`src/hdl/cvfd_pkg.sv`:
```
`timescale 1ns / 1ps
`default_nettype none
// ----------------------------------------------------------------------------
// cvfd_pkg
// Shared types, constants and the PEC update for the cell-voltage frame decoder.
// ----------------------------------------------------------------------------
package cvfd_pkg;

    localparam int FRAME_DATA_BYTES_DEF = 18;
    localparam int CELLS_PER_PACK_DEF   = 3;
    localparam int CODE_OFFSET_DEF      = 512;

    localparam logic [7:0] PEC_SEED = 8'h41;
    localparam logic [7:0] PEC_POLY = 8'h07;

    localparam logic [3:0]  CELLS_IN_USE_RST = 4'd6;
    localparam logic [11:0] LOW_CODE_RST     = 12'd2846;
    localparam logic [11:0] SHUTDOWN_CODE_RST = 12'd2579;

    localparam int CFG_DATA_W = 12;
    localparam int QUEUE_DEPTH = 2;

    typedef enum logic [1:0] {
        REG_CELLS_IN_USE  = 2'd0,
        REG_LOW_CODE      = 2'd1,
        REG_SHUTDOWN_CODE = 2'd2
    } cfg_reg_t;

    typedef enum logic {
        KIND_CELL = 1'b0,
        KIND_EOF  = 1'b1
    } item_kind_t;

    typedef enum logic [1:0] {
        STATUS_NORMAL   = 2'd0,
        STATUS_LOW      = 2'd1,
        STATUS_SHUTDOWN = 2'd2
    } cell_status_t;

    typedef struct packed {
        logic [3:0]  cells_in_use;
        logic [11:0] low_code_below;
        logic [11:0] shutdown_code_below;
    } cvfd_cfg_t;

    // One classified word handed from the front end to the back end
    typedef struct packed {
        item_kind_t  kind;
        logic [3:0]  cell_index;
        logic [11:0] code;
        logic        pec_ok;
        logic        pack_clear;
    } cvfd_item_t;

    // CRC-8, x^8+x^2+x+1, MSB first, one byte per call
    function automatic logic [7:0] pec_update(logic [7:0] pec, logic [7:0] b);
        logic [7:0] p;
        logic       fb;
        p = pec;
        for (int i = 7; i >= 0; i--) begin
            fb = b[i] ^ p[7];
            p  = {p[6:0], 1'b0} ^ (fb ? PEC_POLY : 8'h00);
        end
        return p;
    endfunction

endpackage
`default_nettype wire

```
`src/hdl/cvfd_front.sv`:
```
`timescale 1ns / 1ps
`default_nettype none
// ----------------------------------------------------------------------------
// cvfd_front
// Accepts frame bytes, tracks position and PEC, unpacks 12-bit cell codes.
// ----------------------------------------------------------------------------
module cvfd_front #(
    parameter int FRAME_DATA_BYTES = cvfd_pkg::FRAME_DATA_BYTES_DEF
) (
    input  wire logic                  aclk,
    input  wire logic                  aresetn,
    input  wire logic                  s_valid,
    output logic                       s_ready,
    input  wire logic [7:0]            s_rx_byte,
    input  wire logic                  s_frame_start,
    input  wire logic [3:0]            cells_in_use,
    input  wire logic                  q_full,
    output logic                       q_push,
    output cvfd_pkg::cvfd_item_t       q_item
);
    import cvfd_pkg::*;

    localparam int POS_W     = $clog2(FRAME_DATA_BYTES + 2);
    localparam int NUM_CELLS = 2 * ((FRAME_DATA_BYTES + 2) / 3);
    localparam int CELL_W0   = $clog2(NUM_CELLS + 1);
    localparam int CELL_W    = (CELL_W0 > 4) ? CELL_W0 : 4;

    logic [POS_W-1:0]  pos_reg, pos_next, pos_eff;
    logic [7:0]        pec_reg, pec_next, pec_eff;
    logic [7:0]        held_reg, held_next;
    logic [1:0]        phase_reg, phase_next, phase_eff;
    logic [CELL_W-1:0] base_reg, base_next, base_eff;
    logic              clr_pend_reg, clr_pend_next;

    logic              accept;
    logic [CELL_W-1:0] cell_sel;
    logic [11:0]       code;
    logic              emit;

    assign s_ready = !q_full;
    assign accept  = s_valid && s_ready;

    assign pos_eff   = s_frame_start ? '0 : pos_reg;
    assign pec_eff   = s_frame_start ? PEC_SEED : pec_reg;
    assign phase_eff = s_frame_start ? 2'd0 : phase_reg;
    assign base_eff  = s_frame_start ? '0 : base_reg;

    always_comb begin
        pos_next   = pos_reg;
        pec_next   = pec_reg;
        held_next  = held_reg;
        phase_next = phase_reg;
        base_next  = base_reg;
        q_push     = 1'b0;
        q_item     = '0;
        cell_sel   = base_eff;
        code       = {s_rx_byte[3:0], held_reg};
        emit       = 1'b0;
        if (phase_eff == 2'd2) begin
            cell_sel = base_eff + CELL_W'(1);
            code     = {s_rx_byte, held_reg[7:4]};
        end
        if (accept) begin
            pos_next   = pos_eff;
            pec_next   = pec_eff;
            phase_next = phase_eff;
            base_next  = base_eff;
            if (pos_eff == POS_W'(FRAME_DATA_BYTES)) begin
                // PEC byte closes the frame
                pos_next         = POS_W'(FRAME_DATA_BYTES + 1);
                q_push           = 1'b1;
                q_item.kind      = KIND_EOF;
                q_item.pec_ok    = (s_rx_byte == pec_eff);
            end else if (pos_eff < POS_W'(FRAME_DATA_BYTES)) begin
                pos_next  = pos_eff + POS_W'(1);
                pec_next  = pec_update(pec_eff, s_rx_byte);
                held_next = s_rx_byte;
                unique case (phase_eff)
                    2'd0: begin
                        phase_next = 2'd1;
                    end
                    2'd1: begin
                        phase_next = 2'd2;
                        emit       = 1'b1;
                    end
                    default: begin
                        phase_next = 2'd0;
                        base_next  = base_eff + CELL_W'(2);
                        emit       = 1'b1;
                    end
                endcase
                if (emit && (cell_sel < CELL_W'(cells_in_use))) begin
                    q_push            = 1'b1;
                    q_item.kind       = KIND_CELL;
                    q_item.cell_index = cell_sel[3:0];
                    q_item.code       = code;
                end
            end
            q_item.pack_clear = clr_pend_reg || s_frame_start;
        end
    end

    // carry a frame start forward until a word is pushed into the queue
    always_comb begin
        clr_pend_next = clr_pend_reg;
        if (q_push) begin
            clr_pend_next = 1'b0;
        end else if (accept && s_frame_start) begin
            clr_pend_next = 1'b1;
        end
    end

    always_ff @(posedge aclk) begin
        if (!aresetn) begin
            pos_reg      <= '0;
            pec_reg      <= PEC_SEED;
            phase_reg    <= 2'd0;
            base_reg     <= '0;
            clr_pend_reg <= 1'b0;
        end else begin
            pos_reg      <= pos_next;
            pec_reg      <= pec_next;
            phase_reg    <= phase_next;
            base_reg     <= base_next;
            clr_pend_reg <= clr_pend_next;
        end
    end

    always_ff @(posedge aclk) begin
        held_reg <= held_next;
    end

endmodule
`default_nettype wire

```
`src/hdl/cvfd_queue.sv`:
```
`timescale 1ns / 1ps
`default_nettype none
// ----------------------------------------------------------------------------
// cvfd_queue
// Small FIFO between the front end and the back end.
// ----------------------------------------------------------------------------
module cvfd_queue (
    input  wire logic              aclk,
    input  wire logic              aresetn,
    input  wire logic              push,
    input  cvfd_pkg::cvfd_item_t   push_item,
    output logic                   full,
    output logic                   q_valid,
    input  wire logic              pop,
    output cvfd_pkg::cvfd_item_t   pop_item
);
    import cvfd_pkg::*;

    localparam int PTR_W = $clog2(QUEUE_DEPTH);
    localparam int CNT_W = $clog2(QUEUE_DEPTH + 1);

    cvfd_item_t       entry_reg [QUEUE_DEPTH];
    logic [PTR_W-1:0] wr_ptr_reg, wr_ptr_next;
    logic [PTR_W-1:0] rd_ptr_reg, rd_ptr_next;
    logic [CNT_W-1:0] count_reg, count_next;

    assign full     = (count_reg == CNT_W'(QUEUE_DEPTH));
    assign q_valid  = (count_reg != '0);
    assign pop_item = entry_reg[rd_ptr_reg];

    always_comb begin
        wr_ptr_next = wr_ptr_reg;
        rd_ptr_next = rd_ptr_reg;
        count_next  = count_reg;
        if (push) begin
            wr_ptr_next = (wr_ptr_reg == PTR_W'(QUEUE_DEPTH - 1)) ? '0 : wr_ptr_reg + PTR_W'(1);
        end
        if (pop) begin
            rd_ptr_next = (rd_ptr_reg == PTR_W'(QUEUE_DEPTH - 1)) ? '0 : rd_ptr_reg + PTR_W'(1);
        end
        if (push && !pop) begin
            count_next = count_reg + CNT_W'(1);
        end else if (pop && !push) begin
            count_next = count_reg - CNT_W'(1);
        end
    end

    always_ff @(posedge aclk) begin
        if (!aresetn) begin
            wr_ptr_reg <= '0;
            rd_ptr_reg <= '0;
            count_reg  <= '0;
        end else begin
            wr_ptr_reg <= wr_ptr_next;
            rd_ptr_reg <= rd_ptr_next;
            count_reg  <= count_next;
        end
    end

    always_ff @(posedge aclk) begin
        if (push) begin
            entry_reg[wr_ptr_reg] <= push_item;
        end
    end

endmodule
`default_nettype wire

```
`src/hdl/cvfd_back.sv`:
```
`timescale 1ns / 1ps
`default_nettype none
// ----------------------------------------------------------------------------
// cvfd_back
// Converts cell codes to volts, classifies status, sums packs, holds results.
// ----------------------------------------------------------------------------
module cvfd_back #(
    parameter int CELLS_PER_PACK = cvfd_pkg::CELLS_PER_PACK_DEF,
    parameter int CODE_OFFSET    = cvfd_pkg::CODE_OFFSET_DEF
) (
    input  wire logic               aclk,
    input  wire logic               aresetn,
    input  wire logic               q_valid,
    output logic                    pop,
    input  cvfd_pkg::cvfd_item_t    item,
    input  wire logic [11:0]        low_code_below,
    input  wire logic [11:0]        shutdown_code_below,
    output logic                    m_valid,
    input  wire logic               m_ready,
    output logic                    m_kind,
    output logic [3:0]              m_cell_index,
    output logic signed [12:0]      m_cell_volts,
    output logic [1:0]              m_cell_status,
    output logic                    m_pack_done,
    output logic signed [14:0]      m_pack_sum,
    output logic                    m_pec_ok
);
    import cvfd_pkg::*;

    localparam int CNT_W = $clog2(CELLS_PER_PACK + 1);
    localparam logic signed [15:0] SUM_MAX = 16'sd16383;
    localparam logic signed [15:0] SUM_MIN = -16'sd16384;
    localparam logic [12:0] OFFSET = 13'(CODE_OFFSET);

    logic signed [14:0] acc_reg, acc_next, acc_base;
    logic [CNT_W-1:0]   cnt_reg, cnt_next, cnt_base, cnt_inc;
    logic               valid_reg, valid_next;

    logic               kind_reg, kind_next;
    logic [3:0]         idx_reg, idx_next;
    logic signed [12:0] volts_reg, volts_next;
    cell_status_t       status_reg, status_next;
    logic               done_reg, done_next;
    logic signed [14:0] sum_reg, sum_next;
    logic               pec_reg, pec_next;

    logic signed [12:0] volts;
    logic signed [15:0] sum_wide;
    logic signed [14:0] sum_sat;
    cell_status_t       status;

    assign pop = q_valid && (!valid_reg || m_ready);

    assign acc_base = item.pack_clear ? '0 : acc_reg;
    assign cnt_base = item.pack_clear ? '0 : cnt_reg;
    assign cnt_inc  = cnt_base + CNT_W'(1);
    assign volts    = $signed({1'b0, item.code} - OFFSET);
    assign sum_wide = 16'(acc_base) + 16'(volts);

    always_comb begin
        priority if (sum_wide > SUM_MAX) begin
            sum_sat = SUM_MAX[14:0];
        end else if (sum_wide < SUM_MIN) begin
            sum_sat = SUM_MIN[14:0];
        end else begin
            sum_sat = sum_wide[14:0];
        end
    end

    // shutdown wins over low
    always_comb begin
        priority if (item.code < shutdown_code_below) begin
            status = STATUS_SHUTDOWN;
        end else if (item.code < low_code_below) begin
            status = STATUS_LOW;
        end else begin
            status = STATUS_NORMAL;
        end
    end

    always_comb begin
        acc_next    = acc_reg;
        cnt_next    = cnt_reg;
        kind_next   = kind_reg;
        idx_next    = idx_reg;
        volts_next  = volts_reg;
        status_next = status_reg;
        done_next   = done_reg;
        sum_next    = sum_reg;
        pec_next    = pec_reg;
        valid_next  = valid_reg && !m_ready;
        if (pop) begin
            valid_next  = 1'b1;
            acc_next    = acc_base;
            cnt_next    = cnt_base;
            kind_next   = item.kind;
            idx_next    = '0;
            volts_next  = '0;
            status_next = STATUS_NORMAL;
            done_next   = 1'b0;
            sum_next    = '0;
            pec_next    = 1'b0;
            unique case (item.kind)
                KIND_EOF: begin
                    pec_next = item.pec_ok;
                end
                default: begin
                    idx_next    = item.cell_index;
                    volts_next  = volts;
                    status_next = status;
                    if (cnt_inc >= CNT_W'(CELLS_PER_PACK)) begin
                        done_next = 1'b1;
                        sum_next  = sum_sat;
                        acc_next  = '0;
                        cnt_next  = '0;
                    end else begin
                        acc_next = sum_sat;
                        cnt_next = cnt_inc;
                    end
                end
            endcase
        end
    end

    always_ff @(posedge aclk) begin
        if (!aresetn) begin
            valid_reg <= 1'b0;
            acc_reg   <= '0;
            cnt_reg   <= '0;
        end else begin
            valid_reg <= valid_next;
            acc_reg   <= acc_next;
            cnt_reg   <= cnt_next;
        end
    end

    always_ff @(posedge aclk) begin
        kind_reg   <= kind_next;
        idx_reg    <= idx_next;
        volts_reg  <= volts_next;
        status_reg <= status_next;
        done_reg   <= done_next;
        sum_reg    <= sum_next;
        pec_reg    <= pec_next;
    end

    assign m_valid       = valid_reg;
    assign m_kind        = kind_reg;
    assign m_cell_index  = idx_reg;
    assign m_cell_volts  = volts_reg;
    assign m_cell_status = status_reg;
    assign m_pack_done   = done_reg;
    assign m_pack_sum    = sum_reg;
    assign m_pec_ok      = pec_reg;

endmodule
`default_nettype wire

```
`src/hdl/cell_voltage_frame_decoder.sv`:
```
`timescale 1ns / 1ps
`default_nettype none
// ----------------------------------------------------------------------------
// cell_voltage_frame_decoder
// Checks the PEC of a cell-voltage frame and unpacks, classifies and sums cells.
// ----------------------------------------------------------------------------
//   channel  direction  word
//   s_       in         one frame byte plus frame-start mark
//   m_       out        one cell result or one end-of-frame result
//   cfg_     in         register write, index and data, no handshake
//
// One byte is accepted per cycle while the queue has room; a result is registered
// in the two-entry queue and then in the output register. The queue fills only when
// m_ready stays low, and s_ready drops once it is full. Reset is synchronous
// and clears position, PEC seed, pack sum and all handshake state.
// ----------------------------------------------------------------------------
module cell_voltage_frame_decoder #(
    parameter int FRAME_DATA_BYTES = cvfd_pkg::FRAME_DATA_BYTES_DEF,
    parameter int CELLS_PER_PACK   = cvfd_pkg::CELLS_PER_PACK_DEF,
    parameter int CODE_OFFSET      = cvfd_pkg::CODE_OFFSET_DEF
) (
    input  wire logic                          aclk,
    input  wire logic                          aresetn,
    input  wire logic                          cfg_wr_en,
    input  wire logic [1:0]                    cfg_index,
    input  wire logic [cvfd_pkg::CFG_DATA_W-1:0] cfg_wdata,
    input  wire logic                          s_valid,
    output logic                               s_ready,
    input  wire logic [7:0]                    s_rx_byte,
    input  wire logic                          s_frame_start,
    output logic                               m_valid,
    input  wire logic                          m_ready,
    output logic                               m_kind,
    output logic [3:0]                         m_cell_index,
    output logic signed [12:0]                 m_cell_volts,
    output logic [1:0]                         m_cell_status,
    output logic                               m_pack_done,
    output logic signed [14:0]                 m_pack_sum,
    output logic                               m_pec_ok
);
    import cvfd_pkg::*;

    cvfd_cfg_t  cfg_reg, cfg_next;
    cvfd_item_t push_item, pop_item;
    logic       q_push, q_full, q_valid, q_pop;

    always_comb begin
        cfg_next = cfg_reg;
        if (cfg_wr_en) begin
            unique case (cfg_index)
                REG_CELLS_IN_USE:  cfg_next.cells_in_use        = cfg_wdata[3:0];
                REG_LOW_CODE:      cfg_next.low_code_below      = cfg_wdata[11:0];
                REG_SHUTDOWN_CODE: cfg_next.shutdown_code_below = cfg_wdata[11:0];
                default: ;
            endcase
        end
    end

    always_ff @(posedge aclk) begin
        if (!aresetn) begin
            cfg_reg.cells_in_use        <= CELLS_IN_USE_RST;
            cfg_reg.low_code_below      <= LOW_CODE_RST;
            cfg_reg.shutdown_code_below <= SHUTDOWN_CODE_RST;
        end else begin
            cfg_reg <= cfg_next;
        end
    end

    cvfd_front #(
        .FRAME_DATA_BYTES (FRAME_DATA_BYTES)
    ) u_front (
        .aclk          (aclk),
        .aresetn       (aresetn),
        .s_valid       (s_valid),
        .s_ready       (s_ready),
        .s_rx_byte     (s_rx_byte),
        .s_frame_start (s_frame_start),
        .cells_in_use  (cfg_reg.cells_in_use),
        .q_full        (q_full),
        .q_push        (q_push),
        .q_item        (push_item)
    );

    cvfd_queue u_queue (
        .aclk      (aclk),
        .aresetn   (aresetn),
        .push      (q_push),
        .push_item (push_item),
        .full      (q_full),
        .q_valid   (q_valid),
        .pop       (q_pop),
        .pop_item  (pop_item)
    );

    cvfd_back #(
        .CELLS_PER_PACK (CELLS_PER_PACK),
        .CODE_OFFSET    (CODE_OFFSET)
    ) u_back (
        .aclk                (aclk),
        .aresetn             (aresetn),
        .q_valid             (q_valid),
        .pop                 (q_pop),
        .item                (pop_item),
        .low_code_below      (cfg_reg.low_code_below),
        .shutdown_code_below (cfg_reg.shutdown_code_below),
        .m_valid             (m_valid),
        .m_ready             (m_ready),
        .m_kind              (m_kind),
        .m_cell_index        (m_cell_index),
        .m_cell_volts        (m_cell_volts),
        .m_cell_status       (m_cell_status),
        .m_pack_done         (m_pack_done),
        .m_pack_sum          (m_pack_sum),
        .m_pec_ok            (m_pec_ok)
    );

    a_eof_fields_clear : assert property (@(posedge aclk) disable iff (!aresetn)
        (m_valid && m_kind) |-> (m_cell_volts == 13'sd0 && m_pack_done == 1'b0
                                 && m_pack_sum == 15'sd0 && m_cell_index == 4'd0))
        else $error("end-of-frame word carries cell fields");

    a_sum_only_on_done : assert property (@(posedge aclk) disable iff (!aresetn)
        (m_valid && !m_pack_done) |-> (m_pack_sum == 15'sd0))
        else $error("pack sum without pack done");

    a_cell_in_use : assert property (@(posedge aclk) disable iff (!aresetn)
        (m_valid && !m_kind) |-> (m_cell_index < cfg_reg.cells_in_use && !m_pec_ok))
        else $error("cell result for a cell not in use");

    a_pop_needs_room : assert property (@(posedge aclk) disable iff (!aresetn)
        (q_pop && m_valid) |-> m_ready)
        else $error("output word overwritten while stalled");

endmodule
`default_nettype wire
```
`config.mk`:
```
export PLATFORM = sky130hd
export DESIGN_NAME = cell_voltage_frame_decoder
export DESIGN_NICKNAME = d
export VERILOG_FILES = /design/src/hdl/cvfd_pkg.sv /design/src/hdl/cvfd_front.sv /design/src/hdl/cvfd_queue.sv /design/src/hdl/cvfd_back.sv /design/src/hdl/cell_voltage_frame_decoder.sv
export SDC_FILE = /design/constraint.sdc
export NUM_CORES = 1
export LEC_CHECK = 0
export ABC_AREA = 1
export BUFFER_PORTS_ARGS = -buffer_cell sky130_fd_sc_hd__buf_2
export CAP_MARGIN = 0
export CORE_MARGIN = 3
export CORE_UTILIZATION = 37
export DETAILED_ROUTE_END_ITERATION = 16
export PLACE_DENSITY = 0.6
export SETUP_SLACK_MARGIN = 0.15
export SLEW_MARGIN = 30
export SYNTH_ARGS = -nofsm -noshare
export SYNTH_HDL_FRONTEND = slang
export SYNTH_HIERARCHICAL = 1
export SYNTH_SLANG_ARGS = --single-unit
export TNS_END_PERCENT = 50
```
`constraint.sdc`:
```
create_clock -name aclk -period 4.97 [get_ports aclk]
set_input_delay 0.7455 -clock aclk [delete_from_list [all_inputs] [get_ports aclk]]
set_output_delay 0.7455 -clock aclk [all_outputs]
set_load 0.02 [all_outputs]
```
==> flow_summary.json, run 1 <==
{
  "pwr_density_cell_nw_per_um2": 510.0,
  "synth_edf_count": 83,
  "clock-root-buffer": "clkbuf_16",
  "synth-seq-cells": 154,
  "cts_buffer_depth": 2,
  "crit_path_end_kind": "register",
  "worstPathArrival_ns": 3.78,
  "max_freq_mhz": 268.3,
  "setup_viol": 0,
  "die_x_microns": 160.8,
  "synth.distinct_cells": 57,
  "p_comb_frac": 0.369,
  "htreeDepth": 4,
  "die_area_sq_um": 25870,
  "finalClockSkew_ns": 0.006877,
  "antenna_found_initial": 1,
  "cts_hold_buf": 0,
  "clk_pin_slew_ns": 0.06,
  "yosysTopAreaCell": "edfxtp_1",
  "finalWirelength_microns": 19940,
  "largest_reg_flops": 38,
  "nNetsFinal": 1182,
  "p_sw_frac": 0.3699,
  "p_clk_frac": 0.285,
  "maxSlewHeadroom": 0.4445,
  "rsz0062_at_grt": "no",
  "viasPerCell": 4.745,
  "period_minus_slack_ns": 3.728,
  "cp.required_ns": 5.02,
  "power_uw": 5118,
  "core_area_sq_um": 23540,
  "insertion_delay_ns": 0.43,
  "seq_area_frac_synth": 0.4412,
  "ant_nets": 0,
  "synth-async-reset-ratio": 0,
  "first_pass_iters": 5,
  "critPathLaunchType": "primary input",
  "hpwl_microns": 14310,
  "start_util": 0.3768,
  "pwr-share-seq": 0.346,
  "place_ws_ns": 0.8265,
  "drcViolationCount": 0,
  "hold_class": "register to register",
  "track_usage": 0.1589,
  "avgRoutedWirePerCell_microns": 13.84,
  "drtIter0Drc": 447,
  "path_max_fanout": 19,
  "cts_num_sinks": 154,
  "synthMuxAreaShare": 0.03400,
  "pin_count": 67,
  "netlist_area_sq_um": 8870,
  "post-synth-top-area-fraction": 0.2810,
  "antenna_cells": 0,
  "timing.setup.tns_ns": 0,
  "syn_area_per_cell_sq_um": 8.423,
  "synth_warnings": 6,
  "synthTopCellsByCount": "nand2_1, inv_1, nor2_1, edfxtp_1, a21oi_1",
  "rows": 56,
  "synthCells": 1053,
  "drv_cap": 0,
  "p_switching_uw": 1893,
  "port_buffers": 66,
  "via_count": 6837,
  "cts.repair.resized": 0,
  "intPower_uw": 3225,
  "die_h_microns": 160.8,
  "ir_drop_mv": 0.2549,
  "cts_tree": "yes",
  "synth_top_family_by_area": "simple AND/OR/NAND/NOR gates",
  "synth_simple_gate_area_frac": 0.2394,
  "synth_fa_ha_area_frac": 0.06433,
  "hold_viol_final": 0,
  "synth.area.top_cells": "edfxtp_1, dfxtp_1, nand2_1",
  "grt_pass1_vias": 6608,
  "drive_gt1_frac": 0.1702,
  "grt_max_degree": 62,
  "synth_flop_cell": "edfxtp_1",
  "status": "complete, no violations",
  "synth_most_common_cell": "nand2_1",
  "synth_compound_area_frac": 0.1004,
  "worst_slew_pin_slew_ns": 0.8333,
  "cts_buffers": 17,
  "setup_ws_ns": 1.242,
  "syn_nets": 1126,
  "routabilityCongestion": 0.8684,
  "period_share": 0.7500,
  "grt_pass1_wl_microns": 33040,
  "overflow": 0,
  "cts_setup_buffers": 0,
  "synth_xor_area_frac": 0.02328,
  "maxSlewViolCount": 0,
  "critPathKind": "primary input to register",
  "p_leak_uw": 0.004623,
  "syn2layout_area_growth_pct": 13.13
}
## metal layers
| metal | GRT usage | vias up | part of all wire |
|---|---|---|---|
| li1 | - | 3574 | - |
| met1 | 0.2112 | 3094 | 0.47 |
| met2 | 0.2555 | 144 | 0.46 |
| met3 | 0.03740 | 23 | 0.044 |
| met4 | 0.05358 | 2 | 0.018 |
| met5 | 0 | - | 0.00045 |
## metrics by stage
stage	hold slack [ns]	utilization	instances	cell area (sq um)
5_1_grt	0.4621	0.4262	1441	10030
3_5_place_dp	0.4246	0.3977	1409	9363
6_report	0.4283	0.4262	1441	10030
3_3_place_gp	0.4213	0.3977	1409	9363
4_1_cts	0.4335	0.4262	1441	10030
2_1_floorplan	0.4028	-	1053	8870
## cells by family (layout without fill, tap and decap cells)
group / count (synthesis) / in the layout
AO/OA/AOI/OAI: 160 / 160
buffers and inverters: 189 / 258
adder cells (fa/ha/maj): 45 / 45
AND/OR/NAND/NOR: 460 / 460
XOR/XNOR: 21 / 21
flip-flops: 154 / 154
multiplexers: 24 / 24
## critical path, cell delays in order
cell	delay [ns]
buf_2	0.19
inv_4	0.20
nand2_4	0.08
nor2_4	0.18
nand2_1	0.12
nor2_1	0.15
nand2_1	0.10
o21ai_0	0.08
o21a_1	0.18
ha_1	0.25
a21oi_1	0.24
nand4_4	0.31
a21oi_2	0.30
nand2_1	0.10
inv_1	0.55
## power by group through the flow
stage	clock network [uW]	logic [uW]	registers (uW)
final	1460	1890	1770
after global routing	1540	2120	1800
after CTS	1490	1910	1780
after detailed placement	0	1900	1800
after global placement	0	1880	1800
after floorplan	0	1230	2010
## worst paths after layout
path                                           from                        to  slack [ns]  cells past startpoint
worst max-delay path                  s_frame_start  u_queue/entry_reg[1][15]        1.24                     15
worst min register to register  u_front/base_reg[3]       u_front/base_reg[3]        0.43                      1
worst max register to register             register      u_back/m_pack_sum[2]        1.40                     18
worst min-delay path            u_front/base_reg[3]       u_front/base_reg[3]        0.43                      1
## layout by cell type, fill, tap and decap left out, types with 4 or more instances in the layout
cell	instances
ha_1	44
nor2_1	104
a21oi_1	80
nand3_1	44
xor2_1	11
buf_4	5
nand4_1	18
a211oi_1	4
nand2_2	14
mux2i_1	5
edfxtp_1	83
inv_1	145
nor3_1	10
xnor2_1	7
mux2_2	9
mux2_4	10
bufinv_16	5
o21ai_1	4
nand2_4	4
clkbuf_16	18
buf_2	66
a21oi_2	10
nor2_4	5
nor3_2	9
nand2_1	231
inv_2	5
o21ai_0	50
dfxtp_1	71
nor2_2	5
## area by class of cell
type                       instances  area (sq um)
tap                              319         399.1
fill                            2356         13510
sequential                       154          3914
clock buffer                      21         481.7
multi-input combinational        710          4093
clock inverter                    11         190.2
inverter                         155         589.3
timing repair buffer              71         367.9
No activity file was read; power rests on OpenSTA's default activity.
==> run 2: changes to the inputs <==
--- a/config.mk
+++ b/config.mk
@@ -11,7 +11,7 @@
 export CORE_MARGIN = 3
 export CORE_UTILIZATION = 37
 export DETAILED_ROUTE_END_ITERATION = 16
-export PLACE_DENSITY = 0.6
+export PLACE_DENSITY = 0.62
 export SETUP_SLACK_MARGIN = 0.15
 export SLEW_MARGIN = 30
 export SYNTH_ARGS = -nofsm -noshare
==> constraint.sdc (replaced) <==
create_clock -name aclk -period 3 [get_ports aclk]
set_input_delay 0.45 -clock aclk [delete_from_list [all_inputs] [get_ports aclk]]
set_output_delay 0.45 -clock aclk [all_outputs]
set_load 0.02 [all_outputs]
==> run 2 against run 1 <==
Against the previous run: wire length increased by 4.8%; worst hold slack got worse by 0.17 ns; utilization grew 2.9 points; die area is the same; clock skew rose by 0.0035 ns; global-route usage about the same; critical path type is now register to register; largest cell class unchanged.
==> flow_summary.json, run 2 (synthesis results as in run 1) <==
{
  "ant_nets": 0,
  "nNetsFinal": 1221,
  "drv_cap": 0,
  "hold_ws_ns": 0.2536,
  "via_count": 7190,
  "die_area_sq_um": 25870,
  "r2r_cells": 17,
  "start_util": 0.3768,
  "cts_buffer_depth": 2,
  "p_leak_uw": 0.004793,
  "period_share": 0.9245,
  "routabilityCongestion": 0.8912,
  "layout_commonest_cell": "nand2_1",
  "critPathCapture": "u_back/acc_reg[9]",
  "worstPathArrival_ns": 3.14,
  "final_cell_mix": "nand2_1, inv_1, nor2_1, edfxtp_1, a21oi_1",
  "pin_count": 67,
  "min_from": "cfg_wdata[5]",
  "drtIter0Drc": 408,
  "ir_drop_mv": 0.4408,
  "die_x_microns": 160.8,
  "overflow": 0,
  "pwr_density_cell_nw_per_um2": 821.4,
  "grt_pass1_vias": 6535,
  "maxSlewViolCount": 0,
  "hpwl_microns": 14800,
  "antenna_cells": 0,
  "crit_path_end_kind": "register",
  "final_util": 0.4548,
  "critPathKind": "register to register",
  "r2r_setup_slack_ns": 0.23,
  "place_ws_ns": -0.03502,
  "track_usage": 0.1593,
  "insertion_delay_ns": 0.44,
  "largest_reg_flops": 38,
  "grt_max_degree": 57,
  "max_freq_mhz": 360.6,
  "hold_class": "primary input to register",
  "core_area_sq_um": 23540,
  "grt_pass1_wl_microns": 33070,
  "maxSlewHeadroom": 0.6040,
  "cp.required_ns": 3.37,
  "antenna_found_initial": 0,
  "finalWirelength_microns": 20900,
  "cts_buffers": 17,
  "setup_viol": 0,
  "first_pass_iters": 5,
  "cts_num_sinks": 154,
  "drive_gt1_frac": 0.2524,
  "clk_pin_slew_ns": 0.06,
  "drcViolationCount": 0,
  "hold_viol_final": 0,
  "viasPerCell": 4.858,
  "htreeDepth": 4,
  "clock-root-buffer": "clkbuf_16",
  "critPathLaunchType": "register",
  "status": "complete, no violations",
  "avgRoutedWirePerCell_microns": 14.12,
  "cts_tree": "yes",
  "worst_slew_pin_slew_ns": 0.5934,
  "setup_ws_ns": 0.2266,
  "syn2layout_area_growth_pct": 20.72,
  "rsz0062_at_grt": "yes",
  "port_buffers": 66,
  "rows": 56,
  "path_max_fanout": 8,
  "rr_endpoint": "u_back/acc_reg[9]",
  "cts_hold_buf": 0,
  "die_h_microns": 160.8,
  "period_minus_slack_ns": 2.773,
  "finalClockSkew_ns": 0.01041
}
[run 2: cell types whose count changed in the layout (fill, tap and decap cells not counted), sizes merged]
cell / change
clkinvlp: +3
nand2: +2
bufinv: -3
clkinv: +3
buf: +36
inv: -2
[run 2: worst min path at each step]
stage	to	slack, ns	depth (start not counted)
4_1_cts	u_front/held_reg[7]	0.22	1
6_report	cfg_reg[17]	0.25	3
5_1_grt	u_front/held_reg[7]	0.24	1
2_1_floorplan	u_front/base_reg[3]	0.40	1
3_3_place_gp	u_front/base_reg[3]	0.41	1
3_5_place_dp	u_front/base_reg[3]	0.42	1
[run 2: timing repair]
item / CTS / global route
setup endpoints to repair: 26 / 69
buffers inserted: 0 / 11
hold endpoints to repair: 0 / 0
resized for setup: 3 / 56
gates cloned: 0 / 3
pin swaps: 0 / 23
[run 2: power by group]
part	leakage (uW)	switching (uW)	internal, uW
clock network	0.000263	873	1220
logic	0.00315	2400	1340
registers	0.00138	178	2780
total	0.00479	3450	5340
[run 2: layout make-up]
| type | instances | area, sq um |
|---|---|---|
| Clock buffer | 20 | 436.7 |
| Fill cell | 2294 | 12830 |
| Tap cell | 319 | 399.1 |
| Inverter | 155 | 613.1 |
| Sequential cell | 154 | 3918 |
| Multi-Input combinational cell | 712 | 4474 |
| Timing Repair Buffer | 108 | 740.7 |
| Clock inverter | 12 | 126.4 |
[run 2: routing by layer]
layer	track usage	wire length, microns
met3	0.03405	908
met1	0.2133	9876
met5	0	0
met4	0.05280	313
met2	0.2576	9801
[run 2: worst max-delay path, cell delays in order, from the launching register on]
cell and delay, ns:
dfxtp_4 0.41, mux2_4 0.35, nor2_4 0.12, ha_4 0.14
inv_1 0.05, fa_2 0.39, inv_2 0.08, nand2_2 0.07
nand3_4 0.07, nand4_1 0.17, nand3_2 0.14, nand2_2 0.07
nand2_4 0.11, nand2_8 0.08, buf_12 0.15, nand2_1 0.07
nand2_1 0.09, a21oi_2 0.15
[run 2: stage by stage]
step                cell area, sq um  instances  power (uW)  TNS [ns]
floorplan                       9044       1053        5452         0
global placement                9753       1434        6373         0
finish                         10710       1480        8795         0
global route                   10710       1480        9343         0
detailed placement              9753       1434        6406   -0.6508
CTS                            10340       1466        8550         0
